File: src/sv/sct_pkg.sv
// Constants, types and the quarter-wave sine table of the sine/cosine interpolator.
`timescale 1ns / 1ps
package sct_pkg;

   localparam int ANGLE_FRAC_BITS = 8;
   localparam int TABLE_ENTRIES   = 361;
   localparam int OUT_SCALE_BITS  = 15;

   localparam int ANGLE_W = 24;
   localparam int VALUE_W = 16;
   localparam int ENTRY_W = OUT_SCALE_BITS + 1;

   localparam int FULL_TURN          = TABLE_ENTRIES - 1;
   localparam int HALF_TURN          = 180;
   localparam int QUARTER_TURN       = HALF_TURN / 2;
   localparam int THREE_QUARTER_TURN = HALF_TURN + QUARTER_TURN;

   localparam int DEG_W  = $clog2(FULL_TURN + QUARTER_TURN + 1);
   localparam int QIDX_W = $clog2(QUARTER_TURN + 1);

   // Biased whole degree: offset is a multiple of a full turn that covers the signed range.
   localparam int RED_W = ANGLE_W + 1;
   localparam logic [RED_W-1:0] RED_OFFSET =
      RED_W'(((1 << (ANGLE_W - 1)) + FULL_TURN - 1) / FULL_TURN * FULL_TURN);
   // Reciprocal of a full turn, rounded up.
   localparam int RECIP_SHIFT = 33;
   localparam logic [RED_W-1:0] RECIP_M =
      RED_W'(((64'd1 << RECIP_SHIFT) + 64'(FULL_TURN) - 64'd1) / 64'(FULL_TURN));
   localparam int QUOT_W = RED_W - 8;

   typedef enum logic {
      CMD_SIN = 1'b0,
      CMD_COS = 1'b1
   } cmd_type;

   typedef logic signed [ENTRY_W-1:0] entry_type;

   localparam logic [OUT_SCALE_BITS-1:0] QUARTER_SIN [0:QUARTER_TURN] = '{
      15'd0,     15'd572,   15'd1144,  15'd1715,  15'd2286,  15'd2856,  15'd3425,
      15'd3993,  15'd4560,  15'd5126,  15'd5690,  15'd6252,  15'd6813,  15'd7371,
      15'd7927,  15'd8481,  15'd9032,  15'd9580,  15'd10126, 15'd10668, 15'd11207,
      15'd11743, 15'd12275, 15'd12803, 15'd13328, 15'd13848, 15'd14364, 15'd14876,
      15'd15383, 15'd15886, 15'd16384, 15'd16876, 15'd17364, 15'd17846, 15'd18323,
      15'd18794, 15'd19260, 15'd19720, 15'd20173, 15'd20621, 15'd21062, 15'd21497,
      15'd21925, 15'd22347, 15'd22762, 15'd23170, 15'd23571, 15'd23964, 15'd24351,
      15'd24730, 15'd25101, 15'd25465, 15'd25821, 15'd26169, 15'd26509, 15'd26841,
      15'd27165, 15'd27481, 15'd27788, 15'd28087, 15'd28377, 15'd28659, 15'd28932,
      15'd29196, 15'd29451, 15'd29697, 15'd29934, 15'd30162, 15'd30381, 15'd30591,
      15'd30791, 15'd30982, 15'd31163, 15'd31335, 15'd31498, 15'd31650, 15'd31794,
      15'd31927, 15'd32051, 15'd32165, 15'd32269, 15'd32364, 15'd32448, 15'd32523,
      15'd32587, 15'd32642, 15'd32687, 15'd32722, 15'd32747, 15'd32762, 15'd32767
   };

   // Sine of a whole degree in [0, 360), folded onto the quarter table.
   function automatic entry_type sin_deg(input logic [DEG_W-1:0] idx);
      logic [DEG_W-1:0] k;
      logic             neg;
      entry_type        mag;
      if (idx <= DEG_W'(QUARTER_TURN)) begin
         k   = idx;
         neg = 1'b0;
      end else if (idx <= DEG_W'(HALF_TURN)) begin
         k   = DEG_W'(HALF_TURN) - idx;
         neg = 1'b0;
      end else if (idx <= DEG_W'(THREE_QUARTER_TURN)) begin
         k   = idx - DEG_W'(HALF_TURN);
         neg = 1'b1;
      end else begin
         k   = DEG_W'(FULL_TURN) - idx;
         neg = 1'b1;
      end
      mag = ENTRY_W'(QUARTER_SIN[k[QIDX_W-1:0]]);
      return neg ? -mag : mag;
   endfunction

endpackage

File: src/sv/sct_if.sv
// Request and response channel interfaces of the sine/cosine interpolator.
`timescale 1ns / 1ps
interface sct_req_if import sct_pkg::*; ();
   logic                      valid;
   logic                      ready;
   logic                      command;
   logic signed [ANGLE_W-1:0] angle;

   modport source (output valid, output command, output angle, input ready);
   modport sink   (input valid, input command, input angle, output ready);
endinterface

interface sct_rsp_if import sct_pkg::*; ();
   logic                      valid;
   logic                      ready;
   logic signed [VALUE_W-1:0] value;

   modport source (output valid, output value, input ready);
   modport sink   (input valid, input value, output ready);
endinterface

File: src/sv/sct_reduce.sv
// Range reduction stage: whole degree biased and divided by a full turn, fraction split off.
`timescale 1ns / 1ps
module sct_reduce import sct_pkg::*; #(
   parameter int FRAC_BITS = ANGLE_FRAC_BITS,
   parameter int FRAC_W    = (FRAC_BITS > 0) ? FRAC_BITS : 1
) (
   input  logic                      clock,
   input  logic                      en,
   input  cmd_type                   cmd,
   input  logic signed [ANGLE_W-1:0] angle,
   output cmd_type                   cmd_ff,
   output logic [FRAC_W-1:0]         frac_ff,
   output logic [RED_W-1:0]          biased_ff,
   output logic [QUOT_W-1:0]         quot_ff
);

   logic signed [ANGLE_W-1:0] whole;
   logic [RED_W-1:0]          biased_in;
   logic [2*RED_W-1:0]        prod;
   logic [QUOT_W-1:0]         quot_in;
   logic [FRAC_W-1:0]         frac_in;

   always_comb begin
      whole     = angle >>> FRAC_BITS;
      biased_in = RED_W'(whole) + RED_OFFSET;
      prod      = (2*RED_W)'(biased_in) * (2*RED_W)'(RECIP_M);
      quot_in   = prod[RECIP_SHIFT +: QUOT_W];
      frac_in   = (FRAC_BITS > 0) ? angle[FRAC_W-1:0] : '0;
   end

   always_ff @(posedge clock) begin
      if (en) begin
         cmd_ff    <= cmd;
         frac_ff   <= frac_in;
         biased_ff <= biased_in;
         quot_ff   <= quot_in;
      end
   end

endmodule

File: src/sv/sct_lookup.sv
// Lookup stage: remainder in degrees, sine or cosine entries at the degree and the next one.
`timescale 1ns / 1ps
module sct_lookup import sct_pkg::*; #(
   parameter int FRAC_W = 1
) (
   input  logic              clock,
   input  logic              en,
   input  cmd_type           cmd,
   input  logic [FRAC_W-1:0] frac,
   input  logic [RED_W-1:0]  biased,
   input  logic [QUOT_W-1:0] quot,
   output entry_type         lo_ff,
   output entry_type         hi_ff,
   output logic [FRAC_W-1:0] frac_ff
);

   logic [RED_W-1:0] rem;
   logic [DEG_W-1:0] deg;
   logic [DEG_W-1:0] base;
   logic [DEG_W-1:0] base_next;
   logic [DEG_W-1:0] idx_lo;
   logic [DEG_W-1:0] idx_hi;

   always_comb begin
      rem       = biased - RED_W'(quot) * RED_W'(FULL_TURN);
      deg       = rem[DEG_W-1:0];
      base      = deg + ((cmd == CMD_COS) ? DEG_W'(QUARTER_TURN) : '0);
      base_next = base + DEG_W'(1);
      idx_lo    = (base >= DEG_W'(FULL_TURN)) ? base - DEG_W'(FULL_TURN) : base;
      idx_hi    = (base_next >= DEG_W'(FULL_TURN)) ? base_next - DEG_W'(FULL_TURN)
                                                   : base_next;
   end

   always_ff @(posedge clock) begin
      if (en) begin
         lo_ff   <= sin_deg(idx_lo);
         hi_ff   <= sin_deg(idx_hi);
         frac_ff <= frac;
      end
   end

endmodule

File: src/sv/sct_interp.sv
// Interpolation stage: entry plus fraction times slope, floored, into the result register.
`timescale 1ns / 1ps
module sct_interp import sct_pkg::*; #(
   parameter int FRAC_BITS = ANGLE_FRAC_BITS,
   parameter int FRAC_W    = (FRAC_BITS > 0) ? FRAC_BITS : 1
) (
   input  logic                      clock,
   input  logic                      en,
   input  entry_type                 lo,
   input  entry_type                 hi,
   input  logic [FRAC_W-1:0]         frac,
   output logic signed [VALUE_W-1:0] value_ff
);

   localparam int PROD_W = FRAC_W + ENTRY_W + 2;
   localparam int SUM_W  = ENTRY_W + 2;

   logic signed [ENTRY_W:0]   slope;
   logic signed [PROD_W-1:0]  prod;
   logic signed [PROD_W-1:0]  step;
   logic [SUM_W-1:0]          sum;

   always_comb begin
      slope = (ENTRY_W+1)'(hi) - (ENTRY_W+1)'(lo);
      prod  = $signed({1'b0, frac}) * slope;
      step  = prod >>> FRAC_BITS;
      sum   = SUM_W'(lo) + step[SUM_W-1:0];
   end

   always_ff @(posedge clock) begin
      if (en) begin
         value_ff <= sum[VALUE_W-1:0];
      end
   end

endmodule

File: src/sv/sin_cos_table_interpolator.sv
// Sine/cosine of a fixed-point angle in degrees by table lookup and linear interpolation.
//
// Request channel (req_ch): command selects sine or cosine, angle is a signed degree
// value with FRAC_BITS fraction bits. Response channel (rsp_ch): value is the result
// scaled by 32767. Both channels move a transaction when valid and ready are high.
// Every request yields exactly one response, in order.
//
// Four register stages: input register, range reduction (multiply by the reciprocal
// of a full turn), table lookup, interpolation into the result register. One
// transaction per cycle is sustained while rsp_ch.ready is held high; the reciprocal
// multiply and the slope multiply each own a stage.
//
// Every stage holds when the stage after it is full and stalled, so a stalled
// receiver fills the pipeline and req_ch.ready drops only once all stages are full.
// Reset clears all stage valid bits; the table is constant, so no clearing is needed.
`timescale 1ns / 1ps
module sin_cos_table_interpolator import sct_pkg::*; #(
   parameter int FRAC_BITS = ANGLE_FRAC_BITS
) (
   input  logic       clock,
   input  logic       reset,
   sct_req_if.sink    req_ch,
   sct_rsp_if.source  rsp_ch
);

   localparam int FRAC_W = (FRAC_BITS > 0) ? FRAC_BITS : 1;

   logic                      in_valid_ff, in_valid_in;
   logic                      red_valid_ff, red_valid_in;
   logic                      lkp_valid_ff, lkp_valid_in;
   logic                      rsp_valid_ff, rsp_valid_in;
   logic                      in_rdy, red_rdy, lkp_rdy, rsp_rdy;
   cmd_type                   cmd_ff;
   logic signed [ANGLE_W-1:0] angle_ff;

   cmd_type                   red_cmd;
   logic [FRAC_W-1:0]         red_frac;
   logic [RED_W-1:0]          red_biased;
   logic [QUOT_W-1:0]         red_quot;
   entry_type                 lkp_lo, lkp_hi;
   logic [FRAC_W-1:0]         lkp_frac;
   logic signed [VALUE_W-1:0] value;

   always_comb begin
      rsp_rdy      = !rsp_valid_ff || rsp_ch.ready;
      lkp_rdy      = !lkp_valid_ff || rsp_rdy;
      red_rdy      = !red_valid_ff || lkp_rdy;
      in_rdy       = !in_valid_ff || red_rdy;
      in_valid_in  = in_rdy  ? req_ch.valid : in_valid_ff;
      red_valid_in = red_rdy ? in_valid_ff  : red_valid_ff;
      lkp_valid_in = lkp_rdy ? red_valid_ff : lkp_valid_ff;
      rsp_valid_in = rsp_rdy ? lkp_valid_ff : rsp_valid_ff;
   end

   always_ff @(posedge clock) begin
      if (reset) begin
         in_valid_ff  <= 1'b0;
         red_valid_ff <= 1'b0;
         lkp_valid_ff <= 1'b0;
         rsp_valid_ff <= 1'b0;
      end else begin
         in_valid_ff  <= in_valid_in;
         red_valid_ff <= red_valid_in;
         lkp_valid_ff <= lkp_valid_in;
         rsp_valid_ff <= rsp_valid_in;
      end
   end

   always_ff @(posedge clock) begin
      if (in_rdy) begin
         cmd_ff   <= cmd_type'(req_ch.command);
         angle_ff <= req_ch.angle;
      end
   end

   sct_reduce #(
      .FRAC_BITS (FRAC_BITS),
      .FRAC_W    (FRAC_W)
   ) u_reduce (
      .clock     (clock),
      .en        (red_rdy),
      .cmd       (cmd_ff),
      .angle     (angle_ff),
      .cmd_ff    (red_cmd),
      .frac_ff   (red_frac),
      .biased_ff (red_biased),
      .quot_ff   (red_quot)
   );

   sct_lookup #(
      .FRAC_W  (FRAC_W)
   ) u_lookup (
      .clock   (clock),
      .en      (lkp_rdy),
      .cmd     (red_cmd),
      .frac    (red_frac),
      .biased  (red_biased),
      .quot    (red_quot),
      .lo_ff   (lkp_lo),
      .hi_ff   (lkp_hi),
      .frac_ff (lkp_frac)
   );

   sct_interp #(
      .FRAC_BITS (FRAC_BITS),
      .FRAC_W    (FRAC_W)
   ) u_interp (
      .clock    (clock),
      .en       (rsp_rdy),
      .lo       (lkp_lo),
      .hi       (lkp_hi),
      .frac     (lkp_frac),
      .value_ff (value)
   );

   assign req_ch.ready = in_rdy;
   assign rsp_ch.valid = rsp_valid_ff;
   assign rsp_ch.value = value;

endmodule

File: src/flat_wrapper.sv
// flat-port wrapper written by rule: the top's interface ports become plain ports
module sin_cos_table_interpolator_flat import sct_pkg::*;
#(
   parameter int FRAC_BITS = ANGLE_FRAC_BITS
)
  (clock, reset, req_ch_valid, req_ch_command, req_ch_angle, req_ch_ready, rsp_ch_valid, rsp_ch_value, rsp_ch_ready);
  sct_req_if req_ch_i ();
  sct_rsp_if rsp_ch_i ();
  input  logic clock;
  input  logic reset;
  input wire logic [$bits(req_ch_i.valid)-1:0] req_ch_valid;
  input wire logic [$bits(req_ch_i.command)-1:0] req_ch_command;
  input wire logic [$bits(req_ch_i.angle)-1:0] req_ch_angle;
  output wire logic [$bits(req_ch_i.ready)-1:0] req_ch_ready;
  output wire logic [$bits(rsp_ch_i.valid)-1:0] rsp_ch_valid;
  output wire logic [$bits(rsp_ch_i.value)-1:0] rsp_ch_value;
  input wire logic [$bits(rsp_ch_i.ready)-1:0] rsp_ch_ready;
  assign req_ch_i.valid = req_ch_valid;
  assign req_ch_i.command = req_ch_command;
  assign req_ch_i.angle = req_ch_angle;
  assign req_ch_ready = req_ch_i.ready;
  assign rsp_ch_valid = rsp_ch_i.valid;
  assign rsp_ch_value = rsp_ch_i.value;
  assign rsp_ch_i.ready = rsp_ch_ready;
  sin_cos_table_interpolator #(.FRAC_BITS(FRAC_BITS)) u_core (.clock(clock), .reset(reset), .req_ch(req_ch_i), .rsp_ch(rsp_ch_i));
endmodule
File: config.mk
export PLATFORM = sky130hd
export DESIGN_NAME = sin_cos_table_interpolator_flat
export DESIGN_NICKNAME = d
export VERILOG_FILES = /design/src/sv/sct_pkg.sv /design/src/sv/sct_if.sv /design/src/sv/sct_reduce.sv /design/src/sv/sct_lookup.sv /design/src/sv/sct_interp.sv /design/src/sv/sin_cos_table_interpolator.sv /design/src/flat_wrapper.sv
export SDC_FILE = /design/constraint.sdc
export NUM_CORES = 1
export LEC_CHECK = 0
export BUFFER_PORTS_ARGS = -buffer_cell sky130_fd_sc_hd__buf_4
export CAP_MARGIN = 20
export CORE_MARGIN = 5
export CORE_UTILIZATION = 55
export CTS_CLUSTER_SIZE = 24
export DETAILED_ROUTE_END_ITERATION = 8
export PLACE_DENSITY = 0.79
export SKIP_LAST_GASP = 1
export SLEW_MARGIN = 10
export SYNTH_ARGS = -nofsm -noshare
export SYNTH_HDL_FRONTEND = slang
export SYNTH_HIERARCHICAL = 1
export SYNTH_SLANG_ARGS = --single-unit
File: constraint.sdc
create_clock -name clock -period 22.5 [get_ports clock]
set_input_delay 3.375 -clock clock [delete_from_list [all_inputs] [get_ports clock]]
set_output_delay 3.375 -clock clock [all_outputs]
set_load 0.1 [all_outputs]
==> Word-level counts from Yosys, hierarchy flattened <==
Memory sizes are Yosys's and may differ from the RTL's.
Index checks and enable logic that the tools add are counted.
{ "word_totals": {"regBits": 120, "romBits": 3840, "out_inout_bits": 18, "word_cells": 80, "mem_count": 2} }
{ "classes": {"add_sub_neg": 16, "mul": 3, "n_lt_le_gt_ge": 10, "mux": 23, "n_bitwise": 2, "reduce_logical": 8} }
{ "memory_table": {"columns": ["memory", "words", "word_bits", "rd", "rd_ports_with_merged_regs", "wr", "line_no", "text"], "rows": [
  ["(no name shown)", 128, 15, 1, 0, 0, "sct_pkg.sv:72", "mag = ENTRY_W'(QUARTER_SIN[k[QIDX_W-1:0]]);"],
  ["(no name shown)", 128, 15, 1, 0, 0, "sct_pkg.sv:72", null]
]} }
{ "op_table": {"columns": ["cell", "n"], "rows": [
  ["$mux W15", 6],
  ["$mux W7", 9],
  ["$mul A25 B24 Y49 const B", 1],
  ["$neg A15 Y16", 2],
  ["$add A25 B24 Y25 const B", 1],
  ["$mul A9 B17 Y24", 1],
  ["$ge A9 B9 Y1 const B", 2],
  ["$le A9 B7 Y1 const B", 2],
  ["$le A9 B8 Y1 const B", 2],
  ["$le A9 B9 Y1 const B", 2],
  ["$mux W9", 2],
  ["$sub A9 B9 Y9 const B", 2],
  ["$mul A17 B6 Y6 const B", 1],
  ["$sub A16 B16 Y17", 1],
  ["$add A16 B16 Y16", 1],
  ["$ge A8 B8 Y1 const B", 2],
  ["$not A7 Y8", 2],
  ["$sub A6 B7 Y7 const A", 2],
  ["$sub A7 B6 Y7 const B", 2],
  ["$sub A7 B7 Y7 const A", 2],
  ["$add A9 B1 Y9 const B", 1],
  ["$add A9 B7 Y9", 1],
  ["$sub A9 B9 Y9", 1],
  ["$mux W1", 6],
  ["2 further kinds", 8]
]} }

==> Logic depth before layout (Yosys ltp) <==
{ "depth": {"depth_word": 17, "mapped_depth": 40, "mapped_depth_nobuf": 37} }

==> By module <==
The synthesis kept the hierarchy.
{ "modules_own_cells": {"columns": ["module", "instances", "cells_per_inst", "area_each_um2", "seq_area_each_um2"], "rows": [
  ["sct_reduce", 1, 1024, 10700.3, 1501.4],
  ["sct_lookup", 1, 1198, 9113.7, 1201.2],
  ["sct_interp", 1, 750, 6475.0, 480.5],
  ["sin_cos_table_interpolator", 1, 41, 910.9, 830.8]
]} }

==> Least setup slack after synthesis <==
OpenSTA, ideal clock, no wires.
{ "synth_timing": {"path_kind": "input to output", "start": "input rsp_ch_ready", "end": "output req_ch_ready", "t_arrival_ns": 5.628, "required_time_ns": 19.125, "path_slack_ns": 13.497, "path_stages": 2, "cell_sequence": "nand4b_2 or2_1"} }
{ "synth_between": {"elab_chain_len": 4} }
{ "synth_lines": {"columns": ["element", "line_no", "text"], "rows": [
  ["start: declaration", "flat_wrapper.sv:17", "input wire logic [$bits(rsp_ch_i.ready)-1:0] rsp_ch_ready;"],
  ["$logic_or A1 B1 Y1", "sin_cos_table_interpolator.sv:45", "rsp_rdy = !rsp_valid_ff || rsp_ch.ready;"],
  ["$logic_or A1 B1 Y1", "sin_cos_table_interpolator.sv:46", "lkp_rdy = !lkp_valid_ff || rsp_rdy;"],
  ["$logic_or A1 B1 Y1", "sin_cos_table_interpolator.sv:47", "red_rdy = !red_valid_ff || lkp_rdy;"],
  ["$logic_or A1 B1 Y1", "sin_cos_table_interpolator.sv:48", "in_rdy = !in_valid_ff || red_rdy;"],
  ["end: declaration", "flat_wrapper.sv:14", "output wire logic [$bits(req_ch_i.ready)-1:0] req_ch_ready;"]
]} }
No other way between the ends.

==> Worst setup path in the final report <==
{ "layout_timing": {"start": "register u_core.u_reduce.cmd_ff", "end": "register u_core.u_lookup.hi_ff[14] (data pin)"} }
{ "layout_between": {"elab_chain_len": 16, "elab_cells_between_ends": 25, "cone_classes": "7 x add/sub; 4 x order compare; 12 x mux; 1 x bitwise; 1 x memory"} }
{ "layout_lines": {"columns": ["element", "line_no", "text"], "rows": [
  ["start: declaration", "sct_reduce.sv:11", "output cmd_type cmd_ff,"],
  ["start signal: assignment", "sct_reduce.sv:33", "cmd_ff <= cmd;"],
  ["$mux W7 (*)", "sct_lookup.sv:27", "base = deg + ((cmd == CMD_COS) ? DEG_W'(QUARTER_TURN) : '0);"],
  ["$add A9 B7 Y9 (*)", "sct_lookup.sv:27", null],
  ["$add A9 B1 Y9 (*)", "sct_lookup.sv:28", "base_next = base + DEG_W'(1);"],
  ["$sub A9 B9 Y9 or $ge A9 B9 Y1 (tied branches)", "sct_lookup.sv:30", "idx_hi = (base_next >= DEG_W'(FULL_TURN)) ? base_next - DEG_W'(FULL_TURN)"],
  ["$mux W9 (*)", "sct_lookup.sv:30", null],
  ["$le A9 B9 Y1 (tied with other cells)", "sct_pkg.sv:65", "end else if (idx <= DEG_W'(THREE_QUARTER_TURN)) begin"],
  ["$mux W7", "sct_pkg.sv:65", null],
  ["$mux W7", "sct_pkg.sv:62", "end else if (idx <= DEG_W'(HALF_TURN)) begin"],
  ["$mux W7", "sct_pkg.sv:59", "if (idx <= DEG_W'(QUARTER_TURN)) begin"],
  ["$mux W7", "sct_lookup.sv:35", "if (en) begin"],
  ["$not A7 Y8 (not written as such)", "sct_pkg.sv:72", null],
  ["$mem_v2 Z128 W15", null, null],
  ["$mux W15 (not written as such) (2 in a row)", "sct_pkg.sv:72", null],
  ["$neg A15 Y16", "sct_pkg.sv:73", "return neg ? -mag : mag;"],
  ["$mux W15 (*)", "sct_pkg.sv:73", null],
  ["end signal: assignment", "sct_lookup.sv:37", "hi_ff <= sin_deg(idx_hi);"],
  ["end: declaration", "sct_lookup.sv:13", "output entry_type hi_ff,"]
]} }
Every way passes the cells marked *; elsewhere a longest branch is shown, timed or not. The select of a mux whose other input is x is not followed.
A chain may end at the register's enable or synchronous reset.

==> results.json <==
{
  "drt_iter0_drc": 2109,
  "initial_utilization_pct": 55.2,
  "fin_crit_sh_pct": 46.0,
  "max-slew-margin-rel_pct": 29.1,
  "core_area_um2": 45100,
  "hold_path.class": "reg2reg",
  "crit_required_ns": 22.62,
  "gp_congestion": 0.988,
  "drv_cap": 0,
  "setup_viol": 0,
  "grt_pass1_wl_mm": 113,
  "max_freq_ghz": 0.0966,
  "drv_slew": 0,
  "fillers": 3955,
  "r2r_setup_slack_ns": 12.14,
  "finClkSkew_ns": 0.00861,
  "cts_tree": "yes",
  "rr_worst_depth": 34,
  "placementRows": 78,
  "cp_max_fo": 18,
  "cts_inserted_buffers": 9,
  "syn_inst": 2824,
  "grt_usage_pct": 27.6,
  "grt_setup_unrepaired": "no",
  "startpoint": "u_core/u_reduce/cmd_ff",
  "worst_ep_arrival_time_ns": 10.48,
  "layout_common_cells": "521 x inv_1, 320 x ha_1, 265 x fa_1",
  "die_h_um": 223,
  "synthesis.nets": 3438,
  "grt_overflow": 0,
  "period_needed_ns": 10.36,
  "drtPass1Iterations": 6,
  "dp_hpwl_mm": 55.1,
  "ys.warnings.count": 6,
  "fp.dieW_um": 223,
  "critPathLaunchType": "register",
  "die-area_um2": 49600,
  "diodes": 0,
  "final_common_cell": "inv_1",
  "h-tree-depth": 3,
  "post_cts_resized": 0,
  "clk_pin_slew_worst_paths_ns": 0.07,
  "grt_max_degree": 62,
  "cts_max_path_buffers": 2,
  "worstMarginPinSlew_ns": 1.06,
  "finalNetCount": 3401,
  "r2r_end": "u_core/u_lookup/hi_ff[14]",
  "drcViolationCount": 0,
  "cts_sinks": 109,
  "netlist_area_um2": 24900,
  "ctsHoldBuffers": 0,
  "avgRoutedWirePerCell_um": 20.4,
  "viasPerCell": 6.25,
  "endpoint_kind": "register",
  "r2r_start": "u_core/u_reduce/cmd_ff",
  "antenna_left": 0,
  "postCtsSetupBuffers": 0,
  "clk_root_buffer_cell": "clkbuf_16",
  "insertion_delay_ns": 0.38,
  "wirelength_mm": 69.2,
  "syn_to_final_growth_pct": 4.17,
  "syn_area_per_cell_um2": 8.81,
  "worstSetupPathType": "reg2reg",
  "io_buffers": 46,
  "antenna_found_initial": 0,
  "num_io_pins": 47,
  "hold_viol": 0,
  "grt_pass1_vias": 22000,
  "crit_slowest_cell": "fa_1",
  "final_layout_size_suffix_gt1_share_pct": 6.45,
  "critPathCapture": "u_core/u_lookup/hi_ff[14]",
  "cp_slowest_stage_delay_ns": 1.07,
  "vias": 21200,
  "status": "finished clean",
  "fin_tns_setup_ns": 0
}
## sequential cells by signal, indices dropped and copies added, names as in the netlist, 6 cells and up
name,flops
u_core/u_lookup/hi_ff,16
u_core/u_reduce/biased_ff,9
u_core/u_lookup/lo_ff,16
u_core/u_reduce/quot_ff,6
u_core/angle_ff,24
u_core/u_lookup/frac_ff,8
u_core/u_reduce/frac_ff,8
u_core/u_interp/value_ff,16
## metrics by stage
stage                     util, %  area, um2  setup slack [ns]  cells  hold WS [ns]
final                        57.5      25900             12.14   3392         0.420
after global routing         57.5      25900             11.43   3392         0.428
after CTS                    57.4      25900             12.26   3390         0.421
after detailed placement     56.7      25600             12.28   3374         0.405
after global placement       56.7      25600             12.62   3374         0.402
after floorplan                 -      24900             14.02   2824         0.400
## how the worst min path moves through the flow
stage                                    start                          to  slack (ns)  cells past startpoint
floorplan           u_core/u_reduce/frac_ff[0]  u_core/u_lookup/frac_ff[0]        0.40                      0
global placement    u_core/u_reduce/frac_ff[3]  u_core/u_lookup/frac_ff[3]        0.40                      0
detailed placement  u_core/u_reduce/frac_ff[7]  u_core/u_lookup/frac_ff[7]        0.40                      0
CTS                 u_core/u_reduce/frac_ff[7]  u_core/u_lookup/frac_ff[7]        0.42                      0
global route        u_core/u_reduce/frac_ff[7]  u_core/u_lookup/frac_ff[7]        0.43                      0
finish              u_core/u_reduce/frac_ff[7]  u_core/u_lookup/frac_ff[7]        0.42                      0
## layer usage
| layer | global-route usage [%] | up-vias | share of wire, % |
|---|---|---|---|
| li1 | - | 9680 | - |
| met1 | 33.3 | 10400 | 38 |
| met2 | 49.1 | 909 | 50 |
| met3 | 3.78 | 232 | 6.1 |
| met4 | 12.3 | 0 | 5.1 |
| met5 | 0 | - | 0 |
## layout make-up
type	count	area, um2	share of cell area, %
clock inverters	5	67.6	0.261
inverters	530	1990	7.68
well taps	600	751	2.90
repair buffers	67	520	2.01
multi-input cells	2070	19100	73.7
clock buffers	11	243	0.937
flip-flops and latches	109	3230	12.5
## worst max-delay path: cells and delay by family (launching register included)
kind	cells	cell delay, ns
AO/OA/AOI/OAI	12	3.30
XOR/XNOR	4	0.92
adder cells (fa/ha/maj)	5	2.53
buffers and inverters	6	1.54
flip-flops	1	0.36
AND/OR/NAND/NOR	7	1.44
Power is left out: the tool's default activity adds up to more than one toggle a clock period on the data nets, which glitch-free logic cannot reach.
